--- config.mk ---
export PLATFORM = sky130hd
export DESIGN_NAME = sactl_addr_split
export DESIGN_NICKNAME = d
export VERILOG_FILES = /design/src/sv/set_assoc_cache_tag_lru_assert.svh /design/src/sv/sactl_pkg.sv /design/src/sv/sactl_addr_split.sv
export SDC_FILE = /design/constraint.sdc
export NUM_CORES = 1
export LEC_CHECK = 0
export ABC_AREA = 0
export BUFFER_PORTS_ARGS = -buffer_cell sky130_fd_sc_hd__buf_2
export CAP_MARGIN = 5
export CELL_PAD_IN_SITES_DETAIL_PLACEMENT = 0
export CELL_PAD_IN_SITES_GLOBAL_PLACEMENT = 1
export CORE_ASPECT_RATIO = 1.4
export CORE_MARGIN = 2
export CORE_UTILIZATION = 30
export CTS_CLUSTER_DIAMETER = 30
export DETAILED_ROUTE_END_ITERATION = 8
export PLACE_DENSITY = 0.64
export SLEW_MARGIN = 20
export SYNTH_ARGS = -nofsm -noshare
export SYNTH_HDL_FRONTEND = slang
export SYNTH_SLANG_ARGS = --single-unit
--- constraint.sdc ---
create_clock -name i_clk -period 3.1 [get_ports i_clk]
set_input_delay 0.31 -clock i_clk [delete_from_list [all_inputs] [get_ports i_clk]]
set_output_delay 0.31 -clock i_clk [all_outputs]
set_load 0.03 [all_outputs]
--- src/sv/set_assoc_cache_tag_lru_assert.svh ---
// Assertion macros shared by the set-associative tag store modules.
// No dependencies; included by the modules that check their own logic.
`ifndef SET_ASSOC_CACHE_TAG_LRU_ASSERT_SVH
`define SET_ASSOC_CACHE_TAG_LRU_ASSERT_SVH

// Same-cycle implication, checked at every rising clock edge outside reset.
`define SACTL_ASSERT_IMPLY(name, clk, rst_n, ante, cons, msg) \
    name: assert property (@(posedge clk) disable iff (!rst_n) (ante) |-> (cons)) \
        else $error(msg);

// Next-cycle implication, checked at every rising clock edge outside reset.
`define SACTL_ASSERT_NEXT(name, clk, rst_n, ante, cons, msg) \
    name: assert property (@(posedge clk) disable iff (!rst_n) (ante) |=> (cons)) \
        else $error(msg);

`endif

--- src/sv/sactl_pkg.sv ---
// Shared types and constants of the set-associative tag store with LRU replacement.
// No dependencies; imported by every module of the block.
package sactl_pkg;

    // Address layout: 4-byte words, 32-bit byte address, tag limited to 30 bits.
    localparam int ADDR_W        = 32;
    localparam int TAG_W         = 30;
    localparam int BYTE_OFF_BITS = 2;

    // The index field is at most 15 bits wide (index_bits is a 4-bit register).
    localparam int IDX_FIELD_W = 15;
    // Reciprocal multiplier width for the set modulo; product fits in 32 bits.
    localparam int MULT_W      = 17;

    // Configuration register widths and port shape.
    localparam int BOFF_W     = 3;
    localparam int IDXB_W     = 4;
    localparam int WAYSU_W    = 4;
    localparam int CFG_DATA_W = 4;
    localparam int CFG_IDX_W  = 2;

    // Width of an effective way count (up to 16).
    localparam int WAYS_CNT_W = 5;

    // Register indexes of the configuration port.
    localparam logic [CFG_IDX_W-1:0] CFG_BLOCK_OFFSET = 2'd0;
    localparam logic [CFG_IDX_W-1:0] CFG_INDEX_BITS   = 2'd1;
    localparam logic [CFG_IDX_W-1:0] CFG_WAYS_USED    = 2'd2;

    typedef struct packed {
        logic [BOFF_W-1:0]  block_offset_bits;
        logic [IDXB_W-1:0]  index_bits;
        logic [WAYSU_W-1:0] ways_used;
    } t_cfg;

    localparam t_cfg CFG_RESET = '{
        block_offset_bits: 3'd3,
        index_bits:        4'd8,
        ways_used:         4'd1
    };

endpackage

--- src/sv/sactl_addr_split.sv ---
// Address split stage: extracts the set number and tag from a byte address.
// Depends on sactl_pkg; the set modulo uses a reciprocal multiply by the set count.
module sactl_addr_split
    import sactl_pkg::*;
#(
    parameter int SETS = 256,
    parameter int SW   = 8
) (
    input  logic              i_clk,
    input  logic              i_rst_n,
    input  logic              i_vld,
    input  logic [ADDR_W-1:0] i_addr,
    input  t_cfg              i_cfg,
    output logic              o_vld,
    output logic [SW-1:0]     o_set,
    output logic [TAG_W-1:0]  o_tag
);

    // Exact floor division by SETS for any 15-bit value.
    localparam int MOD_SHIFT = IDX_FIELD_W + $clog2(SETS);
    localparam logic [MULT_W-1:0] MOD_MULT =
        MULT_W'(((64'd1 << MOD_SHIFT) + 64'(SETS) - 64'd1) / 64'(SETS));
    localparam logic [IDX_FIELD_W-1:0] SETS_C = IDX_FIELD_W'(SETS);

    logic [3:0]                    set_shift;
    logic [4:0]                    tag_shift;
    logic [ADDR_W-1:0]             idx_shifted;
    logic [ADDR_W-1:0]             tag_shifted;
    logic [15:0]                   idx_mask;
    logic [IDX_FIELD_W-1:0]        idx_field;
    logic [IDX_FIELD_W+MULT_W-1:0] quo_prod;
    logic [IDX_FIELD_W-1:0]        quo;
    logic [IDX_FIELD_W-1:0]        rem;

    logic                   r_vld;
    logic [IDX_FIELD_W-1:0] r_idx;
    logic [IDX_FIELD_W-1:0] r_quo;
    logic [TAG_W-1:0]       r_tag;

    // Field extraction and the quotient of the index field by the set count.
    always_comb begin
        set_shift   = 4'(BYTE_OFF_BITS) + 4'(i_cfg.block_offset_bits);
        tag_shift   = 5'(set_shift) + 5'(i_cfg.index_bits);
        idx_shifted = i_addr >> set_shift;
        tag_shifted = i_addr >> tag_shift;
        idx_mask    = (16'd1 << i_cfg.index_bits) - 16'd1;
        idx_field   = idx_shifted[IDX_FIELD_W-1:0] & idx_mask[IDX_FIELD_W-1:0];
        quo_prod    = (IDX_FIELD_W + MULT_W)'(idx_field) * (IDX_FIELD_W + MULT_W)'(MOD_MULT);
        quo         = IDX_FIELD_W'(quo_prod >> MOD_SHIFT);
    end

    // Stage register between the split and the remainder.
    always_ff @(posedge i_clk) begin
        if (!i_rst_n) begin
            r_vld <= 1'b0;
        end else begin
            r_vld <= i_vld;
        end
    end

    always_ff @(posedge i_clk) begin
        r_idx <= idx_field;
        r_quo <= quo;
        r_tag <= tag_shifted[TAG_W-1:0];
    end

    // The remainder is below SETS, so it fits the set index.
    always_comb begin
        rem = r_idx - (r_quo * SETS_C);
    end

    assign o_vld = r_vld;
    assign o_set = rem[SW-1:0];
    assign o_tag = r_tag;

endmodule

==> summary.txt <==
CTS
  • Number of gates given a new drive strength after cts: 0
  • Clock slew seen by the registers of the worst setup and hold paths: roughly 0.06 ns
  • Setup repair bufs after CTS: 0
  • Cell at the root of the clock tree: clkbuf_16
  • H-tree depth: 2
  • Hold_buf cts: 0
  • TritonCTS clock tree: built
  • CTS Sinks: 39
  • Num CTS Buffers: 5
  • Max Buffers Root-to-Sink: 2

Critical path
  • Cell type group with the largest total delay on the critical path: adder cells
  • Critical Path, Cell by Cell: buf_2 -> inv_1 -> ha_1 -> inv_1 -> ha_1 -> fa_1 -> xor2_2 -> buf_4 -> o31ai_1 -> a31oi_1 -> mux2i_1
  • Required time at the endpoint of the critical path: 3.26 ns
  • Worst Setup End Kind: register
  • Cell with the largest stage delay on the worst path: xor2_2
  • Arrival time of data at the critical path endpoint: 2.80 ns
  • CP Launch Type: primary input
  • Critical-path maximum fanout: 14
  • WP buf/inv: 4
  • Worst stage delay on the critical path: just under 0.6 ns
  • Type of the worst setup path: in -> reg

Final layout
  • Total number of nets in the final design: roughly 460
  • Fraction of layout instances using a drive strength above 1: between 30% and 40%
  • Non-filler cells, final: 546
  • Final core area utilization: between 30% and 40%
  • Antenna Diode Count: 0
  • Post-synthesis to final-layout area growth: 24.6%

Timing
  • Final hold viol count: 0
  • Highest achievable clock rate: about 380 MHz
  • RSZ-0062 raised after global routing: false
  • Worst-margin pin slew: ~0.67 ns
  • Post-route fraction of the period consumed by the critical path: around 85%
  • Pins over their slew limit: 0
  • Shortest period the worst path allows: around 2.6 ns
  • Final TNS setup: 0 ns
  • Max transition margin: a little under three fifths
  • Number of failing setup endpoints in the final timing report: 0

Floorplan
  • # IOs: 85
  • Die Span X: slightly above 90 um
  • CORE AREA: 10300 sq um
  • Starting Density: a little over 30%
  • Die height: 125 um
  • Row Count: 44
  • Die footprint: 11300 sq um

Synth
  • Post-synthesis area per instance: 9.48 sq um
  • Leading post-synthesis cells by cell area: dfxtp_1 (25%), mux4_2 (19%), mux2i_1 (13%)
  • Post-synth cell types: a little under 50
  • Post-Syn Nets: 386
  • Synth warn: 0
  • Post-synth design cell area: 3150 sq um
  • Most numerous cell in the Yosys netlist: mux2i_1
  • Post-synth EDFFs: 0
  • Sequential cell area fraction in the yosys report: 24.8%
  • Largest area contributor in the netlist: dfxtp_1
  • Predominant post-synthesis flop cell: dfxtp_1
  • Gate count of the mapped netlist: about 330
  • Share of synthesized flip-flops with an asynchronous set or reset: 0%
  • Flop and latch count out of synthesis: 39
  • Synth cell count leaders: mux2i_1 (40), dfxtp_1 (39), nor2_1 (37)
  • Share of the synthesized area in the top cell type: about a quarter

Route
  • Antenna-violating nets left: 0
  • Detail-routed via count per cell: 5.18
  • Iteration count of the initial detailed-routing pass: 4
  • Detailed-route via count: 2831
  • Number of design-rule violations left by the first detailed-router iteration: 173
  • Count of unresolved DRC violations after routing: 0
  • Drt wl/cell: around 17 um
  • Routed Wire Length: ~9 mm

Hold path
  • Min-Delay Path Class: in -> reg

Power
  • Leakage dissipation: 0.00177 uW
  • Max IR drop VDD: 245 uV
  • Power per standard cell area: roughly 690 nW/um^2

GRT
  • Antenna violations before repair: 0
  • Vias in the first global route: roughly 2.7k
  • Total congestion overflow: 0
  • GRT Overall Usage: 15.9%
  • First-pass GRT wire length: around 14 mm
  • Pin count of the biggest net entering global routing: 35

Placement
  • Port Buffer Count: 80
  • HPWL after detailed placement: around 7.1 mm
  • Gp weighted congestion: approximately 0.88
  • Cell count after placement: 538

Run status
  • Status: finished clean

Job
  • Maximum Capacitance Violations: 0
-- kinds of logic (layout without fill, tap and decap cells) --
family	count (synthesis)	after routing	share of synthesized area, %
and+or+nand+nor	94	94	13.1
muxes	84	84	37.8
AOI/OAI and AO/OA	69	69	14.3
DFF	39	39	24.8
buffers and inverters	35	111	5.80
adders and majority gates	8	8	3.42
xor gates and xnor gates	3	3	0.835
-- cell usage in the layout (no fill, tap or decap), drive strengths merged, types with 7 or more instances in the layout --
cell type | netlist | routed
mux2 | 18 | 18
a211oi | 7 | 7
buf | 14 | 97
nor2 | 37 | 37
o21ai | 14 | 14
ha | 7 | 7
nand2 | 29 | 29
dfxtp | 39 | 39
mux4 | 26 | 26
a21oi | 21 | 21
mux2i | 40 | 40
-- flip-flops by register name, indices dropped and copies added (netlist names) --
signal / cells
o_tag: 30
r_idx: 8
o_vld: 1
-- report_power, final --
part / internal [uW] / leakage [uW] / switching [uW]
Clock: 462 / 0.0000911 / 227
Combinational: 504 / 0.00135 / 832
Sequential: 640 / 0.000326 / 27.9
-- path summary, 6_finish.rpt --
path | start | endpoint | depth (start not counted) | slack (ns)
setup / recovery | i_cfg[5] | o_tag[6] | 11 | 0.46
hold / removal | i_vld | o_vld | 2 | 0.22
-- per-stage QoR --
step	area [sq um]	setup WS, ns	power (uW)	hold WS [ns]
3_5_place_dp	3730	0.177	2020	0.517
5_1_grt	3920	0.221	2840	0.227
4_1_cts	3920	0.460	2710	0.226
2_1_floorplan	3150	0.371	1650	0.432
6_report	3920	0.459	2690	0.223
3_3_place_gp	3730	0.209	2010	0.515
-- per-layer routing --
layer | part of all wire (%) | up-vias | global-route usage [%]
met4 | 1.8 | 0 | 4.71
met5 | 0 | - | 0
met1 | 42 | 1331 | 19.9
met3 | 4.6 | 12 | 2.29
li1 | - | 1390 | -
met2 | 52 | 98 | 28.4
-- layout make-up --
class,count,area [sq um]
inverter,6,22.5
tap,138,173
multi-input combinational,258,2190
clock inverter,2,60.1
clock buffer,6,129
sequential,39,781
fill,1081,6370
timing repair buffer,97,566
(Power assumes the default switching activity.)
