==> src/sv/set_assoc_cache_tag_lru_assert.svh <==
// Assertion macros shared by the set-associative tag store modules.
// No dependencies; included by the modules that check their own logic.
`ifndef SET_ASSOC_CACHE_TAG_LRU_ASSERT_SVH
`define SET_ASSOC_CACHE_TAG_LRU_ASSERT_SVH

// Same-cycle implication, checked at every rising clock edge outside reset.
`define SACTL_ASSERT_IMPLY(name, clk, rst_n, ante, cons, msg) \
    name: assert property (@(posedge clk) disable iff (!rst_n) (ante) |-> (cons)) \
        else $error(msg);

// Next-cycle implication, checked at every rising clock edge outside reset.
`define SACTL_ASSERT_NEXT(name, clk, rst_n, ante, cons, msg) \
    name: assert property (@(posedge clk) disable iff (!rst_n) (ante) |=> (cons)) \
        else $error(msg);

`endif

==> src/sv/sactl_pkg.sv <==
// Shared types and constants of the set-associative tag store with LRU replacement.
// No dependencies; imported by every module of the block.
package sactl_pkg;

    // Address layout: 4-byte words, 32-bit byte address, tag limited to 30 bits.
    localparam int ADDR_W        = 32;
    localparam int TAG_W         = 30;
    localparam int BYTE_OFF_BITS = 2;

    // The index field is at most 15 bits wide (index_bits is a 4-bit register).
    localparam int IDX_FIELD_W = 15;
    // Reciprocal multiplier width for the set modulo; product fits in 32 bits.
    localparam int MULT_W      = 17;

    // Configuration register widths and port shape.
    localparam int BOFF_W     = 3;
    localparam int IDXB_W     = 4;
    localparam int WAYSU_W    = 4;
    localparam int CFG_DATA_W = 4;
    localparam int CFG_IDX_W  = 2;

    // Width of an effective way count (up to 16).
    localparam int WAYS_CNT_W = 5;

    // Register indexes of the configuration port.
    localparam logic [CFG_IDX_W-1:0] CFG_BLOCK_OFFSET = 2'd0;
    localparam logic [CFG_IDX_W-1:0] CFG_INDEX_BITS   = 2'd1;
    localparam logic [CFG_IDX_W-1:0] CFG_WAYS_USED    = 2'd2;

    typedef struct packed {
        logic [BOFF_W-1:0]  block_offset_bits;
        logic [IDXB_W-1:0]  index_bits;
        logic [WAYSU_W-1:0] ways_used;
    } t_cfg;

    localparam t_cfg CFG_RESET = '{
        block_offset_bits: 3'd3,
        index_bits:        4'd8,
        ways_used:         4'd1
    };

endpackage

==> src/sv/sactl_way_update.sv <==
// Way compare and LRU update for one set row: hit detection, victim choice, rank aging.
// Depends on sactl_pkg; purely combinational, all ways side by side.
module sactl_way_update
    import sactl_pkg::*;
#(
    parameter int WAYS  = 8,
    parameter int RW    = 3,
    parameter int ROW_W = 8 * (1 + 30 + 3)
) (
    input  logic [ROW_W-1:0]   i_row,
    input  logic [TAG_W-1:0]   i_tag,
    input  logic [WAYSU_W-1:0] i_ways_used,
    output logic               o_hit,
    output logic [ROW_W-1:0]   o_row,
    output logic [WAYS-1:0]    o_touch
);

    localparam int WAY_W = 1 + TAG_W + RW;

    logic [WAYS_CNT_W-1:0] ways_eff;
    logic                  way_valid [WAYS];
    logic [TAG_W-1:0]      way_tag   [WAYS];
    logic [RW-1:0]         way_rank  [WAYS];
    logic [WAYS-1:0]       in_use;
    logic [WAYS-1:0]       match;
    logic [WAYS-1:0]       empty;
    logic [WAYS-1:0]       lru;
    logic [WAYS-1:0]       cand;
    logic [WAYS-1:0]       touch;
    logic [RW-1:0]         old_rank;
    logic                  hit;

    // Effective associativity: zero acts as one, too large acts as WAYS.
    always_comb begin
        if (i_ways_used == '0) begin
            ways_eff = WAYS_CNT_W'(1);
        end else if (WAYS_CNT_W'(i_ways_used) > WAYS_CNT_W'(WAYS)) begin
            ways_eff = WAYS_CNT_W'(WAYS);
        end else begin
            ways_eff = WAYS_CNT_W'(i_ways_used);
        end
    end

    // Unpack the row and classify each way.
    always_comb begin
        for (int w = 0; w < WAYS; w++) begin
            way_valid[w] = i_row[w*WAY_W + WAY_W - 1];
            way_tag[w]   = i_row[w*WAY_W + RW +: TAG_W];
            way_rank[w]  = i_row[w*WAY_W +: RW];
            in_use[w]    = WAYS_CNT_W'(w) < ways_eff;
            match[w]     = in_use[w] && way_valid[w] && (way_tag[w] == i_tag);
            empty[w]     = in_use[w] && !way_valid[w];
        end
    end

    // Least recent way: largest rank among ways in use, lowest number on a tie.
    always_comb begin
        for (int w = 0; w < WAYS; w++) begin
            lru[w] = in_use[w];
            for (int v = 0; v < WAYS; v++) begin
                if (in_use[v] && (v < w) && !(way_rank[w] > way_rank[v])) begin
                    lru[w] = 1'b0;
                end
                if (in_use[v] && (v > w) && (way_rank[w] < way_rank[v])) begin
                    lru[w] = 1'b0;
                end
            end
        end
    end

    // The touched way is the lowest candidate: matching, else empty, else LRU.
    always_comb begin
        hit      = |match;
        cand     = hit ? match : ((|empty) ? empty : lru);
        touch    = cand & (~cand + WAYS'(1));
        old_rank = '0;
        for (int w = 0; w < WAYS; w++) begin
            if (touch[w]) begin
                old_rank = way_rank[w];
            end
        end
    end

    // New row: touched way becomes most recent, younger ways in use age by one.
    always_comb begin
        for (int w = 0; w < WAYS; w++) begin
            if (touch[w]) begin
                o_row[w*WAY_W +: WAY_W] = hit ? {way_valid[w], way_tag[w], RW'(0)}
                                              : {1'b1, i_tag, RW'(0)};
            end else if (in_use[w] && (way_rank[w] < old_rank)) begin
                o_row[w*WAY_W +: WAY_W] = {way_valid[w], way_tag[w], way_rank[w] + RW'(1)};
            end else begin
                o_row[w*WAY_W +: WAY_W] = {way_valid[w], way_tag[w], way_rank[w]};
            end
        end
    end

    assign o_hit   = hit;
    assign o_touch = touch;

endmodule

==> config.mk <==
export PLATFORM = sky130hd
export DESIGN_NAME = sactl_way_update
export DESIGN_NICKNAME = d
export VERILOG_FILES = /design/src/sv/set_assoc_cache_tag_lru_assert.svh /design/src/sv/sactl_pkg.sv /design/src/sv/sactl_way_update.sv
export SDC_FILE = /design/constraint.sdc
export NUM_CORES = 1
export LEC_CHECK = 0
export BUFFER_PORTS_ARGS = -buffer_cell sky130_fd_sc_hd__buf_2
export CAP_MARGIN = 20
export CORE_AREA = 8 8 222 224
export DETAILED_ROUTE_END_ITERATION = 12
export DIE_AREA = 0 0 230 232
export PLACE_DENSITY = 0.48
export SYNTH_ARGS = -nofsm -noshare
export SYNTH_HDL_FRONTEND = slang
export SYNTH_SLANG_ARGS = --single-unit
==> constraint.sdc <==
create_clock -name vclk -period 6.2
set_input_delay 0.31 -clock vclk [all_inputs]
set_output_delay 0.31 -clock vclk [all_outputs]
set_load 0.005 [all_outputs]
==> Flow_metrics.wiki <==
{| class="wikitable"
! Metric !! Value
|-
| Net switching share of the total power || 59.2%
|-
| Routed via count divided by cell count || 5.50
|-
| Overall die width || 230 µm
|-
| Area contributors post-synth || sky130_fd_sc_hd__mux2_2 26%, sky130_fd_sc_hd__xnor2_1 13%, sky130_fd_sc_hd__ha_1 12%
|-
| Largest area contributor in the synthesized netlist || sky130_fd_sc_hd__mux2_2
|-
| Detailed-placement wirelength estimate || roughly 69000 µm
|-
| HP Start || i_row[31]
|-
| Remaining antenna violation count after routing || 0
|-
| Netlist area before placement || 10500 µm²
|-
| Die boundary height || roughly 230 µm
|-
| Global-route wire length before repair || 108000 µm
|-
| Top library cells by usage in the layout, fill and taps aside || 587 x sky130_fd_sc_hd__buf_2, 244 x sky130_fd_sc_hd__mux2_2, 157 x sky130_fd_sc_hd__xnor2_1
|-
| Final Hold Vio Count || 0
|-
| Final #Nets || 2299
|-
| Combinational power share || 100.0%
|-
| Number of antenna violations at the first check in global routing || 14
|-
| Share of cells above drive strength 1 || between 40% and 50%
|-
| Fraction of the yosys area taken by sequential cells || 0%
|-
| Clock network power share || 0%
|-
| Top cell type's share of synthesized area || 26.2%
|-
| Setup CP Type || primary input to primary output
|-
| Uppermost signal routing layer after detailed routing || met5
|-
| Share of the clock period used by the worst path after layout || 94.8%
|-
| Count of sequential standard cells || 0
|-
| Worst relative slew slack || 37.7%
|-
| Routed wire per std cell || between 30 and 40 µm
|-
| Leftover overflow at the end of global routing || 0
|-
| Combined global-route utilization of all metal layers || 27.6%
|-
| Area used by sequential logic in the layout || 0 µm²
|-
| Arrival time worst endpoint || 5570 ps
|-
| Routed metal-1 wire length || 32800 µm
|-
| Mean post-synth cell area || 7.86 µm²
|-
| Area growth from synthesis to layout || 37.1%
|-
| Initial DRT Pass Iterations || 5
|-
| Layout filler cell count || slightly above 5000
|-
| MaxCap Viol Count || 0
|-
| Post-synth net total || between 1500 and 2000
|-
| Starting density of the core || 22.8%
|-
| Final number of max-transition violations || 0
|-
| Via count of the first global-routing pass || 13900
|-
| Final-layout setup total negative slack || 0 ps
|-
| Count of different cell masters after synthesis || 75
|-
| Hold Path Sink || o_row[31]
|-
| Die outline area || 53400 µm²
|-
| Type of origin of the critical path || primary input
|-
| Total detailed-routing wirelength || 79100 µm
|-
| Number of clock buffer instances in the layout || 0
|-
| Number of setup buffers added after CTS || 0
|-
| Met3 wire len || 5240 µm
|-
| Gate Count Post-Synth || 1333
|-
| Slew of the pin with the lowest slew margin || 935 ps
|-
| Row count || 79
|-
| Highest ir drop seen on vdd || 0.0438 mV
|-
| Final cell count without fillers || 2501
|-
| Area used by multi-input combinational logic || a little under 10000 µm²
|-
| Number of buffer cells added on primary ports || 587
|-
| Status || finished clean
|-
| Iteration-0 DRC count of the detailed router || 1199
|-
| Worst EP required || 5890 ps
|-
| Reg power frac || 0%
|-
| Total Power || between 1 and 1.5 mW
|-
| Core Region || 45900 µm²
|-
| Endpoint class of the critical path || primary output
|-
| Maximum frequency from static timing analysis || 0.170 GHz
|-
| Number of top-level design ports || between 500 and 600
|-
| Worst min path class || primary input to primary output
|-
| Routed via count || 13800
|-
| GP Congestion || 0.978
|-
| DRC violation count after routing || 0
|-
| Count of cells along the worst hold path || 3
|-
| Final critical path time including I/O delays and setup || 5880 ps
|-
| Most common library cell in the layout ignoring fill and taps || sky130_fd_sc_hd__buf_2
|-
| Number of cells in the design after placement || 2500
|-
| Warnings from Yosys || 0
|-
| Setup-failing EPs final || 0
|-
| Met2 routed wirelength || 37700 µm
|-
| Standby leakage power || approximately 6.3 nW
|-
| Pin count of the biggest net entering global routing || 32
|-
| Core occupancy in the finished layout || 31.3%
|-
| Internal Pwr Total || between 0.5 and 0.6 mW
|-
| Crit-path max FO || 10
|-
| Power density normalized to cell area || 89.2 nW/µm²
|-
| RSZ-0062 raised after global routing || no
|-
| P_sw || around 0.76 mW
|}
==> cell families after synthesis <==
family / Yosys count / synth area share (%)
buffers and inverters: 144 / 5.38
and+or+nand+nor: 379 / 20.9
xor gates and xnor gates: 242 / 20.2
adders and majority gates: 106 / 12.5
muxes: 247 / 26.5
AOI/OAI and AO/OA: 215 / 14.5
==> critical path, stage by stage <==
cell and delay [ps]:
sky130_fd_sc_hd__buf_2 310, sky130_fd_sc_hd__buf_4 300, sky130_fd_sc_hd__xor2_1 340, sky130_fd_sc_hd__nor4_1 80
sky130_fd_sc_hd__and4_1 230, sky130_fd_sc_hd__nand3_1 180, sky130_fd_sc_hd__nand4b_1 390, sky130_fd_sc_hd__nor2_2 530
sky130_fd_sc_hd__inv_1 130, sky130_fd_sc_hd__o211a_1 290, sky130_fd_sc_hd__a22oi_1 140, sky130_fd_sc_hd__o21ai_0 140
sky130_fd_sc_hd__a221oi_1 250, sky130_fd_sc_hd__mux2i_1 110, sky130_fd_sc_hd__a221oi_1 220, sky130_fd_sc_hd__buf_4 230
sky130_fd_sc_hd__ha_1 250, sky130_fd_sc_hd__inv_1 120, sky130_fd_sc_hd__or3_1 120, sky130_fd_sc_hd__o32ai_1 80
sky130_fd_sc_hd__or4_1 490, sky130_fd_sc_hd__a21oi_1 160, sky130_fd_sc_hd__buf_2 130
==> power by group through the flow <==
stage / Clock (mW) / Combinational, mW / Sequential [mW]
CTS: 0 / 1.27 / 0
global route: 0 / 1.36 / 0
global placement: 0 / 1.26 / 0
floorplan: 0 / 0.646 / 0
finish: 0.0000000216 / 1.28 / 0
detailed placement: 0 / 1.26 / 0
==> how the worst max path moves through the flow <==
| stage | start | endpoint |
|---|---|---|
| 4_1_cts | i_row[69] | o_row[206] |
| 3_5_place_dp | i_row[69] | o_row[206] |
| 2_1_floorplan | i_tag[16] | o_row[238] |
| 6_report | i_tag[2] | o_row[238] |
| 3_3_place_gp | i_tag[2] | o_row[238] |
| 5_1_grt | i_tag[2] | o_row[240] |
==> cells in the mapped netlist (all sizes together) (5+ instances only) <==
cell type    n
a31oi       11
inv         44
or4         19
nor4b        5
xor2        85
maj3         8
o211ai       5
or3          8
mux2       244
xnor2      157
a21oi       39
nand2       57
nand2b      11
o21ai       47
nor2        43
nand4b      13
nand4       65
nor3        27
a211oi      11
clkbuf      78
nor2b       17
o32ai        5
buf         22
ha          98
nor4        42
o31ai        9
or2          9
a221oi       5
nand3       34
a21boi       5
o2111ai      6
o21a        24
==> area by class of cell <==
class | count | area share (%)
Antenna cell | 1 | 0.0174
Tap cell | 607 | 5.29
Inverter | 44 | 1.15
Timing Repair Buffer | 660 | 24.4
Multi-Input combinational cell | 1189 | 69.2
==> per-layer routing <==
| layer | global-route usage (%) | vias to the layer above |
|---|---|---|
| li1 | - | 6114 |
| met1 | 35.0 | 6764 |
| met2 | 47.2 | 740 |
| met3 | 4.48 | 123 |
| met4 | 9.17 | 24 |
| met5 | 0 | - |
==> stage by stage <==
| step | hold WS, ps | setup WS, ps | cell area [µm²] |
|---|---|---|---|
| 4_1_cts | 954 | 254 | 14400 |
| 3_5_place_dp | 952 | 278 | 14400 |
| 6_report | 949 | 321 | 14400 |
| 5_1_grt | 965 | 2.47 | 14400 |
| 3_3_place_gp | 947 | 282 | 14400 |
| 2_1_floorplan | 708 | 797 | 10500 |
==> timing repair <==
action,CTS,global route
hold buffers,0,0
gates resized for setup,0,3
setup endpoints to repair,0,5
Power figures use the tool's default switching activity.
